<file path="src/rtl/n2a_pkg.sv">
// Shared types, constants and helper functions of the number to ASCII formatter.
`default_nettype none
package n2a_pkg;

  // Format selector codes of a request.
  typedef enum logic [1:0] {
    ACT_DEC = 2'd0,
    ACT_HEX = 2'd1,
    ACT_CHR = 2'd2
  } act_t;

  // Sequencer states.
  typedef enum logic [2:0] {
    ST_IDLE,
    ST_SIGN,
    ST_X,
    ST_DIGIT,
    ST_EMIT,
    ST_LF,
    ST_CR,
    ST_CHAR
  } state_t;

  // ASCII constants.
  localparam logic [7:0] CH_ZERO  = 8'h30;
  localparam logic [7:0] CH_UPA   = 8'h41;
  localparam logic [7:0] CH_MINUS = 8'h2D;
  localparam logic [7:0] CH_X     = 8'h78;
  localparam logic [7:0] CH_LF    = 8'h0A;
  localparam logic [7:0] CH_CR    = 8'h0D;

  // Highest decimal and hex digit positions of a 16-bit value.
  localparam logic [2:0] DEC_TOP = 3'd4;
  localparam logic [2:0] HEX_TOP = 3'd3;

  // One character towards the output register.
  typedef struct packed {
    logic       vld;
    logic [7:0] chr;
    logic       last;
  } emit_t;

  // Power of ten for a decimal digit position.
  function automatic logic [13:0] pow10(input logic [2:0] k);
    logic [13:0] p;
    case (k)
      3'd0:    p = 14'd1;
      3'd1:    p = 14'd10;
      3'd2:    p = 14'd100;
      3'd3:    p = 14'd1000;
      3'd4:    p = 14'd10000;
      default: p = 14'd1;
    endcase
    return p;
  endfunction

  // ASCII character of one hex or decimal digit, uppercase letters.
  function automatic logic [7:0] digit_char(input logic [3:0] d);
    logic [7:0] c;
    if (d <= 4'd9) begin
      c = CH_ZERO + {4'd0, d};
    end else begin
      c = CH_UPA + {4'd0, d} - 8'd10;
    end
    return c;
  endfunction

endpackage
`default_nettype wire

</file>
<file path="src/rtl/n2a_cmpsub.sv">
// Shared compare and subtract unit used for every decimal digit step.
`default_nettype none
module n2a_cmpsub
  import n2a_pkg::*;
(
  input  wire logic [15:0] rem,
  input  wire logic [16:0] sub,
  output logic             ge,
  output logic [15:0]      diff
);

  // The remainder is at least the subtrahend; the difference then fits 16 bits.
  assign ge   = ({1'b0, rem} >= sub);
  assign diff = rem - sub[15:0];

endmodule
`default_nettype wire

</file>
<file path="src/rtl/n2a_seq.sv">
// Sequencer that walks the digits of one request and hands out characters.
`default_nettype none
module n2a_seq
  import n2a_pkg::*;
(
  input  wire logic               clk,
  input  wire logic               rst_n,
  input  wire logic               in_valid,
  output logic                    in_stall,
  input  wire logic        [1:0]  in_action,
  input  wire logic signed [15:0] in_value,
  input  wire logic               slot_free,
  output emit_t                   emit
);

  state_t      state_r, state_nxt;
  act_t        act_r, act_nxt;
  logic [15:0] mag_r, mag_nxt;
  logic [2:0]  k_r, k_nxt;
  logic [1:0]  b_r, b_nxt;
  logic [3:0]  dig_r, dig_nxt;
  logic        started_r, started_nxt;

  logic [15:0] v_u;
  logic        accept;
  logic [16:0] sub;
  logic        ge;
  logic [15:0] diff;
  logic [3:0]  hex_dig;
  logic [3:0]  cur_dig;
  logic        show;

  assign v_u    = in_value;
  assign accept = in_valid && !in_stall;

  // Trial subtrahend: power of ten for this position, scaled by the bit under test.
  assign sub = {3'd0, pow10(k_r)} << b_r;

  n2a_cmpsub u_cmpsub (
    .rem  (mag_r),
    .sub  (sub),
    .ge   (ge),
    .diff (diff)
  );

  // Hex digits are plain nibbles of the held value.
  always_comb begin
    case (k_r[1:0])
      2'd0:    hex_dig = mag_r[3:0];
      2'd1:    hex_dig = mag_r[7:4];
      2'd2:    hex_dig = mag_r[11:8];
      2'd3:    hex_dig = mag_r[15:12];
      default: hex_dig = mag_r[3:0];
    endcase
  end

  assign cur_dig = (act_r == ACT_HEX) ? hex_dig : dig_r;
  // Leading zeros are dropped, but the units digit always shows.
  assign show    = (cur_dig != 4'd0) || started_r || (k_r == 3'd0);

  // Next state.
  always_comb begin
    state_nxt = state_r;
    case (state_r)
      ST_IDLE: begin
        if (in_valid) begin
          case (act_t'(in_action))
            ACT_DEC: state_nxt = v_u[15] ? ST_SIGN : ST_DIGIT;
            ACT_HEX: state_nxt = ST_SIGN;
            ACT_CHR: state_nxt = ST_CHAR;
            default: state_nxt = ST_IDLE;
          endcase
        end
      end
      ST_SIGN: begin
        if (slot_free) begin
          state_nxt = (act_r == ACT_HEX) ? ST_X : ST_DIGIT;
        end
      end
      ST_X: begin
        if (slot_free) begin
          state_nxt = ST_EMIT;
        end
      end
      ST_DIGIT: begin
        if (b_r == 2'd0) begin
          state_nxt = ST_EMIT;
        end
      end
      ST_EMIT: begin
        if (!show || slot_free) begin
          if (k_r == 3'd0) begin
            state_nxt = (act_r == ACT_HEX) ? ST_IDLE : ST_LF;
          end else begin
            state_nxt = (act_r == ACT_HEX) ? ST_EMIT : ST_DIGIT;
          end
        end
      end
      ST_LF: begin
        if (slot_free) begin
          state_nxt = ST_CR;
        end
      end
      ST_CR, ST_CHAR: begin
        if (slot_free) begin
          state_nxt = ST_IDLE;
        end
      end
      default: state_nxt = ST_IDLE;
    endcase
  end

  // Handshake and character outputs.
  always_comb begin
    in_stall  = (state_r != ST_IDLE);
    emit.vld  = 1'b0;
    emit.chr  = CH_ZERO;
    emit.last = 1'b0;
    case (state_r)
      ST_SIGN: begin
        emit.vld = slot_free;
        emit.chr = (act_r == ACT_HEX) ? CH_ZERO : CH_MINUS;
      end
      ST_X: begin
        emit.vld = slot_free;
        emit.chr = CH_X;
      end
      ST_EMIT: begin
        emit.vld  = slot_free && show;
        emit.chr  = digit_char(cur_dig);
        emit.last = (act_r == ACT_HEX) && (k_r == 3'd0);
      end
      ST_LF: begin
        emit.vld = slot_free;
        emit.chr = CH_LF;
      end
      ST_CR: begin
        emit.vld  = slot_free;
        emit.chr  = CH_CR;
        emit.last = 1'b1;
      end
      ST_CHAR: begin
        emit.vld  = slot_free;
        emit.chr  = mag_r[7:0];
        emit.last = 1'b1;
      end
      default: begin
        emit.vld = 1'b0;
      end
    endcase
  end

  // Datapath registers: magnitude, digit position, bit step and digit.
  always_comb begin
    act_nxt     = act_r;
    mag_nxt     = mag_r;
    k_nxt       = k_r;
    b_nxt       = b_r;
    dig_nxt     = dig_r;
    started_nxt = started_r;
    if (state_r == ST_IDLE) begin
      if (accept) begin
        act_nxt     = act_t'(in_action);
        started_nxt = 1'b0;
        b_nxt       = 2'd3;
        dig_nxt     = 4'd0;
        if (act_t'(in_action) == ACT_DEC) begin
          // Two's complement magnitude; the most negative value gives 0x8000.
          mag_nxt = v_u[15] ? (16'd0 - v_u) : v_u;
          k_nxt   = DEC_TOP;
        end else begin
          mag_nxt = v_u;
          k_nxt   = HEX_TOP;
        end
      end
    end else if (state_r == ST_DIGIT) begin
      if (ge) begin
        mag_nxt         = diff;
        dig_nxt[b_r]    = 1'b1;
      end
      b_nxt = b_r - 2'd1;
    end else if (state_r == ST_EMIT) begin
      if (!show || slot_free) begin
        started_nxt = started_r || show;
        dig_nxt     = 4'd0;
        b_nxt       = 2'd3;
        if (k_r != 3'd0) begin
          k_nxt = k_r - 3'd1;
        end
      end
    end
  end

  always_ff @(posedge clk) begin
    if (!rst_n) begin
      state_r <= ST_IDLE;
    end else begin
      state_r <= state_nxt;
    end
  end

  always_ff @(posedge clk) begin
    act_r     <= act_nxt;
    mag_r     <= mag_nxt;
    k_r       <= k_nxt;
    b_r       <= b_nxt;
    dig_r     <= dig_nxt;
    started_r <= started_nxt;
  end

`ifndef NO_ASSERTIONS
  // A meaningful request always starts a run.
  a_accept_starts: assert property (@(posedge clk) disable iff (!rst_n)
    (accept && in_action != 2'd3) |=> (state_r != ST_IDLE))
    else $error("request with a valid format left the sequencer idle");

  // Only decimal requests use the shared subtract unit.
  a_digit_dec: assert property (@(posedge clk) disable iff (!rst_n)
    (state_r == ST_DIGIT) |-> (act_r == ACT_DEC))
    else $error("digit step entered outside decimal mode");

  // The remainder is below ten times the weight of the digit being found.
  a_rem_range: assert property (@(posedge clk) disable iff (!rst_n)
    (state_r == ST_DIGIT && b_r == 2'd3) |->
      ({4'd0, mag_r} < ({6'd0, pow10(k_r)} * 20'd10)))
    else $error("remainder too large for the digit position");

  // A finished digit is always a decimal digit.
  a_digit_max: assert property (@(posedge clk) disable iff (!rst_n)
    (state_r == ST_EMIT && act_r == ACT_DEC) |-> (dig_r <= 4'd9))
    else $error("decimal digit above nine");
`endif

endmodule
`default_nettype wire

</file>
<file path="src/rtl/number_to_ascii_formatter.sv">
// Top level of the number to ASCII formatter with its output register.
//
//   channel  direction  ports
//   in_      request    in_valid, in_stall, in_action, in_value
//   out_     result     out_valid, out_stall, out_text_byte, out_last
//
// One request is taken at a time; in_stall stays high until its last
// character has entered the output register. A decimal digit is found by
// one trial subtraction per bit in the shared compare and subtract unit,
// then handed out. Stalls on the output hold the sequencer in any state
// that has a character to hand out; digit steps do not wait for them.
// Reset (rst_n low at a clock edge) empties the output and idles the sequencer.
`default_nettype none
module number_to_ascii_formatter
  import n2a_pkg::*;
(
  input  wire logic               clk,
  input  wire logic               rst_n,
  input  wire logic               in_valid,
  output logic                    in_stall,
  input  wire logic        [1:0]  in_action,
  input  wire logic signed [15:0] in_value,
  output logic                    out_valid,
  input  wire logic               out_stall,
  output logic             [7:0]  out_text_byte,
  output logic                    out_last
);

  logic       out_vld_r, out_vld_nxt;
  logic [7:0] out_byte_r, out_byte_nxt;
  logic       out_last_r, out_last_nxt;
  logic       slot_free;
  emit_t      emit;

  // The register can take a character when empty or being drained.
  assign slot_free = !out_vld_r || !out_stall;

  n2a_seq u_seq (
    .clk       (clk),
    .rst_n     (rst_n),
    .in_valid  (in_valid),
    .in_stall  (in_stall),
    .in_action (in_action),
    .in_value  (in_value),
    .slot_free (slot_free),
    .emit      (emit)
  );

  // Output register loading.
  always_comb begin
    out_vld_nxt  = out_vld_r;
    out_byte_nxt = out_byte_r;
    out_last_nxt = out_last_r;
    if (emit.vld) begin
      out_vld_nxt  = 1'b1;
      out_byte_nxt = emit.chr;
      out_last_nxt = emit.last;
    end else if (!out_stall) begin
      out_vld_nxt = 1'b0;
    end
  end

  always_ff @(posedge clk) begin
    if (!rst_n) begin
      out_vld_r <= 1'b0;
    end else begin
      out_vld_r <= out_vld_nxt;
    end
  end

  always_ff @(posedge clk) begin
    out_byte_r <= out_byte_nxt;
    out_last_r <= out_last_nxt;
  end

  assign out_valid     = out_vld_r;
  assign out_text_byte = out_byte_r;
  assign out_last      = out_last_r;

endmodule
`default_nettype wire
</file>
<file path="config.mk">
export PLATFORM = sky130hd
export DESIGN_NAME = number_to_ascii_formatter
export DESIGN_NICKNAME = d
export VERILOG_FILES = /design/src/rtl/n2a_pkg.sv /design/src/rtl/n2a_cmpsub.sv /design/src/rtl/n2a_seq.sv /design/src/rtl/number_to_ascii_formatter.sv
export SDC_FILE = /design/constraint.sdc
export NUM_CORES = 1
export LEC_CHECK = 0
export ABC_AREA = 1
export BUFFER_PORTS_ARGS = -buffer_cell sky130_fd_sc_hd__buf_2
export CAP_MARGIN = 40
export CORE_MARGIN = 4
export CORE_UTILIZATION = 48
export DETAILED_ROUTE_END_ITERATION = 7
export MAX_ROUTING_LAYER = met4
export PLACE_DENSITY = 0.66
export SLEW_MARGIN = 20
export SYNTH_ARGS = -nofsm -noshare
export SYNTH_HDL_FRONTEND = slang
export SYNTH_SLANG_ARGS = --single-unit
</file>
<file path="constraint.sdc">
create_clock -name clk -period 5.4 [get_ports clk]
set_input_delay 0.54 -clock clk [delete_from_list [all_inputs] [get_ports clk]]
set_output_delay 0.54 -clock clk [all_outputs]
set_load 0.1 [all_outputs]
</file>
Word level (Yosys, flattened, before mapping):

Index checks and enable logic that the tools add are counted.

* add/sub/neg operators: 7
* eq/ne operators: 28
* order comparisons: 4
* $mul: 0
* div/mod/pow operators: 0
* bitwise operators: 1
* reductions and logical operators: 37
* shift-type cells: 1
* mux-type cells: 55

Operators by type and width (count)
* 16-bit 2-to-1 mux: 6
* 14-bit case mux with 4 select lines: 1
* 3-bit 2-to-1 mux: 17
* 8-bit case mux with 6 select lines: 1
* 4-bit 2-to-1 mux: 7
* 3-bit case mux with 7 select lines: 1
* 2-bit by 1-bit != test with 1-bit output (second input constant): 9
* 16-bit by 17-bit >= comparator with 1-bit output: 1
* 14-bit by 2-bit << shifter with 17-bit output: 1
* 4-bit case mux with 4 select lines: 1
* 1-bit by 16-bit subtractor with 16-bit output (first input constant): 1
* 16-bit subtractor: 1
* 3-bit == test (second input constant): 5
* 3-bit by 2-bit == test with 1-bit output (second input constant): 4
* 2-bit 2-to-1 mux: 6
* 3-bit nonzero test: 4
* 2-bit nonzero test: 5
* 1-bit 2-to-1 mux: 9
* 3-bit case mux with 3 select lines: 1
* 7-bit by 4-bit adder with 8-bit output (first input constant): 1
* 8-bit 2-to-1 mux: 1
* 4-bit AND reduction: 2
* 8-bit by 4-bit subtractor with 8-bit output (second input constant): 1
* 6-bit by 4-bit adder with 7-bit output (first input constant): 1
* 26 further kinds: 46

* output and inout bits: 11
* memory bits (writable): 0
* logic and storage cells: 143
* register bits after elaboration: 41
* bits of input ports: 22
* memories: 0
* ROM bits: 0
* latch bits: 0

Logic depth before layout (Yosys ltp):

* depth in word-level cells: 12
* gate-level depth with buffers: 22
* gate-level depth less buffers: 22

Modules after synthesis:

From an unflattened synthesis, not the netlist that was laid out.

* cell total of the unflattened synthesis: 613
* area, all modules: 4055.1 um2

Modules (own cells, without submodules)
* n2a_seq: area each 2656.3 um2, sequential area each 900.9 um2, instances 1, cells each 378
* n2a_cmpsub: area each 1086.0 um2, sequential area each 0.0 um2, instances 1, cells each 221
* number_to_ascii_formatter: area each 312.8 um2, sequential area each 290.3 um2, instances 1, cells each 14

Worst setup path before layout:

No wires, ideal clock.

* kind: register -> register
* from: register u_seq.k_r[0]
* to: register u_seq.mag_r[0] (enable)
* path slack: 2285 ps
* data required time: 5009 ps
* arrival time: 2724 ps
* path buffers: 0
* period minus slack after synthesis: 3115 ps
* setup time: 391 ps
* stages on the path, launching flop included: 20
* cell sequence: edfxtp_1 > inv_1 > ha_1 > nand2_1 > inv_1 > nor2_2 > inv_1 > nor3_2 > nand2_1 > o21ai_1 > o21ai_0 > ha_1 > nand2_1 > o21ai_0 > nand2_1 > nand2_1 > nand2_1 > nand4_1 > nand2_1 > o21ai_1

* word-level cells in the longest chain between the ends: 6
* elaborated cells between the ends (all ways): 9
* those cells by class: order compare: 1; eq/ne: 4; shift: 1; mux: 1; reduce/logical: 2

Ends and longest elaborated chain
* start, declared: line n2a_seq.sv:19 `logic [2:0] k_r, k_nxt;`
* start signal, assigned: line n2a_seq.sv:205 `k_r <= k_nxt;`
* 3-bit == test (tied with other cells): line n2a_pkg.sv:46 `case (k)`
* 14-bit case mux with 4 select lines (*): line n2a_pkg.sv:46
* 14-bit by 2-bit << shifter with 17-bit output (*): line n2a_seq.sv:37 `assign sub = {3'd0, pow10(k_r)} << b_r;`
* 16-bit by 17-bit >= comparator with 1-bit output (*): line n2a_cmpsub.sv:13 `assign ge = ({1'b0, rem} >= sub);`
* 2-bit nonzero test (no source line) (*)
* 3-bit AND reduction (no source line) (*)
* end signal, assigned: line n2a_seq.sv:204 `mag_r <= mag_nxt;`
* end, declared: line n2a_seq.sv:18 `logic [15:0] mag_r, mag_nxt;`

Mark *: on every way between the ends. The rest lies on a longest branch, timed or not.
A chain may end at the register's enable or synchronous reset.

Final worst setup path:

* from: register u_seq.k_r[0]
* to: register u_seq.mag_r[12] (enable)

The elaborated chain is that of the path after synthesis.

==> metrics.md <==
| Metric | Value |
|---|---|
| Status | completed |
| Core area | about 8000 sq um |
| CP arrival | between 3 and 4 ns |
| Final Hold Slack | roughly 0.43 ns |
| Io pins | 33 |
| Port buffer count | 32 |
| Pin count of the biggest net entering global routing | 27 |
| YS warnings | 0 |
| CTS sink count | between 40 and 50 |
| Initial DRC Count | about 280 |
| Layout Nets | slightly below 700 |
| CTS tree | yes |
| Max Clk Rate | 0.2878 GHz |
| GPL Wtd Cong | ~1 |
| DRC | 0 |
| Die H | 99.56 um |
| CTS Buffer Depth | 2 |
| Clock transition at path regs | 0.09 ns |
| Synth top area share | between 20% and 30% |
| Final TNS setup | 0 ns |
| Global-route wire length before repair | roughly 17 mm |
| Post-DP HPWL | between 8 and 9 mm |
| Slew Limit Headroom | approximately 46% |
| Sequential area share after synthesis | about 30% |
| Yosys top cell by area | edfxtp_1 |
| Slew Limit Fails | 0 |
| Worst hold path type | in -> reg |
| Most frequent cells in the layout | nand2_1 (150), inv_1 (83), nor2_1 (59), o21ai_0 (46), nand3_1 (44) |
| Distinct cells, synth | between 40 and 50 |
| Diodes inserted | 0 |
| Initial Utilization | 49.22% |
| Largest driver fanout on the critical path | 16 |
| Critical Path Sink Type | flip-flop |
| Root Buffer | clkbuf_8 |
| Final Instance Area | approximately 4400 sq um |
| Die area | just under 10000 sq um |
| Post-CTS sizing | 0 |
| Fraction of layout cells with a size suffix above 1 | a little under an eighth |
| Routed wire length | 10.82 mm |
| Drt first pass iters | 5 |
| Routed len/inst | 14.86 um |
| Syn nets | about 650 |
| Post-CTS Setup Repair Bufs | 0 |
| # rows | 33 |
| Crit path time final | ~3.5 ns |
| Crit start category | flip-flop |
| Post-Synthesis Cells | between 500 and 600 |
| Cts-stage hold buffer count | 0 |
| Number of global-route vias before repair | 3549 |
| Die W | about 100 um |
| CTS buffer count | 5 |
| Area of placed instances | 4284 sq um |
| Syn avg cell area | 6.832 sq um |
| Unrepaired setup endpoints after global routing | no |
| Area Overhead vs Synth | 9.515% |
| CTS H-tree depth | 2 |
| Max cap viols | 0 |
| Via count | just under 4000 |
| Slew @ Worst Pin | 0.8144 ns |
| Synthesis-stage register bit count | 41 |
| Final setup fails | 0 |
| Largest cells by area after synthesis | edfxtp_1 (28%), nand2_1 (14%), ha_1 (11%) |
| Vias/cell | between 5 and 6 |
| Worst EP required | between 5 and 6 ns |
| Total gr overflow | 0 |
| Initial antenna violation count | 0 |
| Total GRT Usage | ~23% |
| Path type of the worst setup path | reg -> reg |
| Most common cell after layout, fill and taps aside | nand2_1 |
| Post-DRT Antenna Nets | 0 |
| Mapped Area | a little over 4000 sq um |
| Clk_skew | about 0.013 ns |
| Endpoints failing hold | 0 |
| Worst skew pair latency | just over 0.3 ns |
| Final worst-path cycle share | 64.34% |
## metrics by stage
stage	std cells	setup slack (ns)	utilization (%)
finish	728	1.926	53.90
global route	728	1.716	53.90
floorplan	589	2.285	-
global placement	719	2.041	52.40
detailed placement	719	1.997	52.40
CTS	727	1.976	53.81
## worst paths after layout
kind	startpoint	to	slack, ns	cells past startpoint
max	u_seq.k_r[0]$_DFFE_PP_	u_seq.mag_r[12]$_DFFE_PP_	1.93	17
min	in_action[0]	u_seq.act_r[0]$_DFFE_PP_	0.43	1
max reg2reg	u_seq.k_r[0]$_DFFE_PP_	u_seq.mag_r[12]$_DFFE_PP_	1.93	17
min reg2reg	u_seq.dig_r[3]$_SDFFCE_PN0P_	u_seq.dig_r[3]$_SDFFCE_PN0P_	0.61	2
## final cells by class
cell class	count	area (sq um)
fill	825	3769
tap	105	131.4
inverter	92	345.3
clock buffer	5	68.82
timing repair buffer	34	175.2
sequential	41	1191
multi-input combinational	448	2449
clock inverter	3	46.29
## per-layer routing
metal | part of all wire (%) | GRT usage (%) | vias to the layer above
met5 | 0 | - | -
met4 | 1.7 | 5.777 | 0
met3 | 5.3 | 3.226 | 17
met2 | 44 | 34.40 | 123
met1 | 49 | 32.13 | 1763
li1 | - | - | 2018
## worst max-delay path, cell delays in order (launching register included)
cell and delay, ns:
edfxtp_1 0.44, inv_1 0.14, ha_1 0.18, nand2_1 0.11
nor2_1 0.26, a21oi_1 0.10, nand2_1 0.07, o21ai_0 0.16
ha_1 0.42, nand2_1 0.09, nor2_1 0.22, nand4_1 0.17
nor2_1 0.14, nand2_1 0.08, nand4_1 0.16, nand2_1 0.07
o21ai_1 0.08, buf_4 0.26
## synthesized netlist by cell type (all sizes together)
| cell type | n |
|---|---|
| a211oi | 1 |
| a21boi | 2 |
| a21o | 3 |
| a21oi | 37 |
| buf | 2 |
| clkbuf | 6 |
| dfxtp | 4 |
| edfxtp | 37 |
| fa | 1 |
| ha | 36 |
| inv | 92 |
| nand2 | 155 |
| nand3 | 46 |
| nand3b | 4 |
| nand4 | 8 |
| nor2 | 66 |
| nor3 | 9 |
| nor3b | 1 |
| nor4 | 2 |
| o211ai | 4 |
| o21a | 2 |
| o21ai | 56 |
| o21bai | 3 |
| o22ai | 2 |
| o2bb2ai | 1 |
| o31ai | 2 |
| or2 | 3 |
| xnor2 | 2 |
| xor2 | 2 |
## kinds of logic (layout without fill, tap and decap cells)
group | after synthesis | count (layout) | synth area share [%]
buffers and inverters | 100 | 134 | 9.546
xor gates and xnor gates | 4 | 4 | 0.8708
AOI/OAI and AO/OA | 113 | 113 | 15.55
adders and majority gates | 37 | 37 | 11.69
DFF | 41 | 41 | 29.60
and+or+nand+nor | 294 | 294 | 32.74
## flip-flops by register name, indices dropped and copies added, names as in the netlist
| register | count |
|---|---|
| u_seq.b_r | 2 |
| out_valid | 1 |
| u_seq.started_r | 1 |
| u_seq.k_r | 3 |
| u_seq.mag_r | 16 |
| out_last | 1 |
| u_seq.act_r | 2 |
| u_seq.state_r | 3 |
| u_seq.dig_r | 4 |
| out_text_byte | 8 |
Power is left out: the tool's default activity adds up to more than one toggle a clock period on the data nets, which glitch-free logic cannot reach.
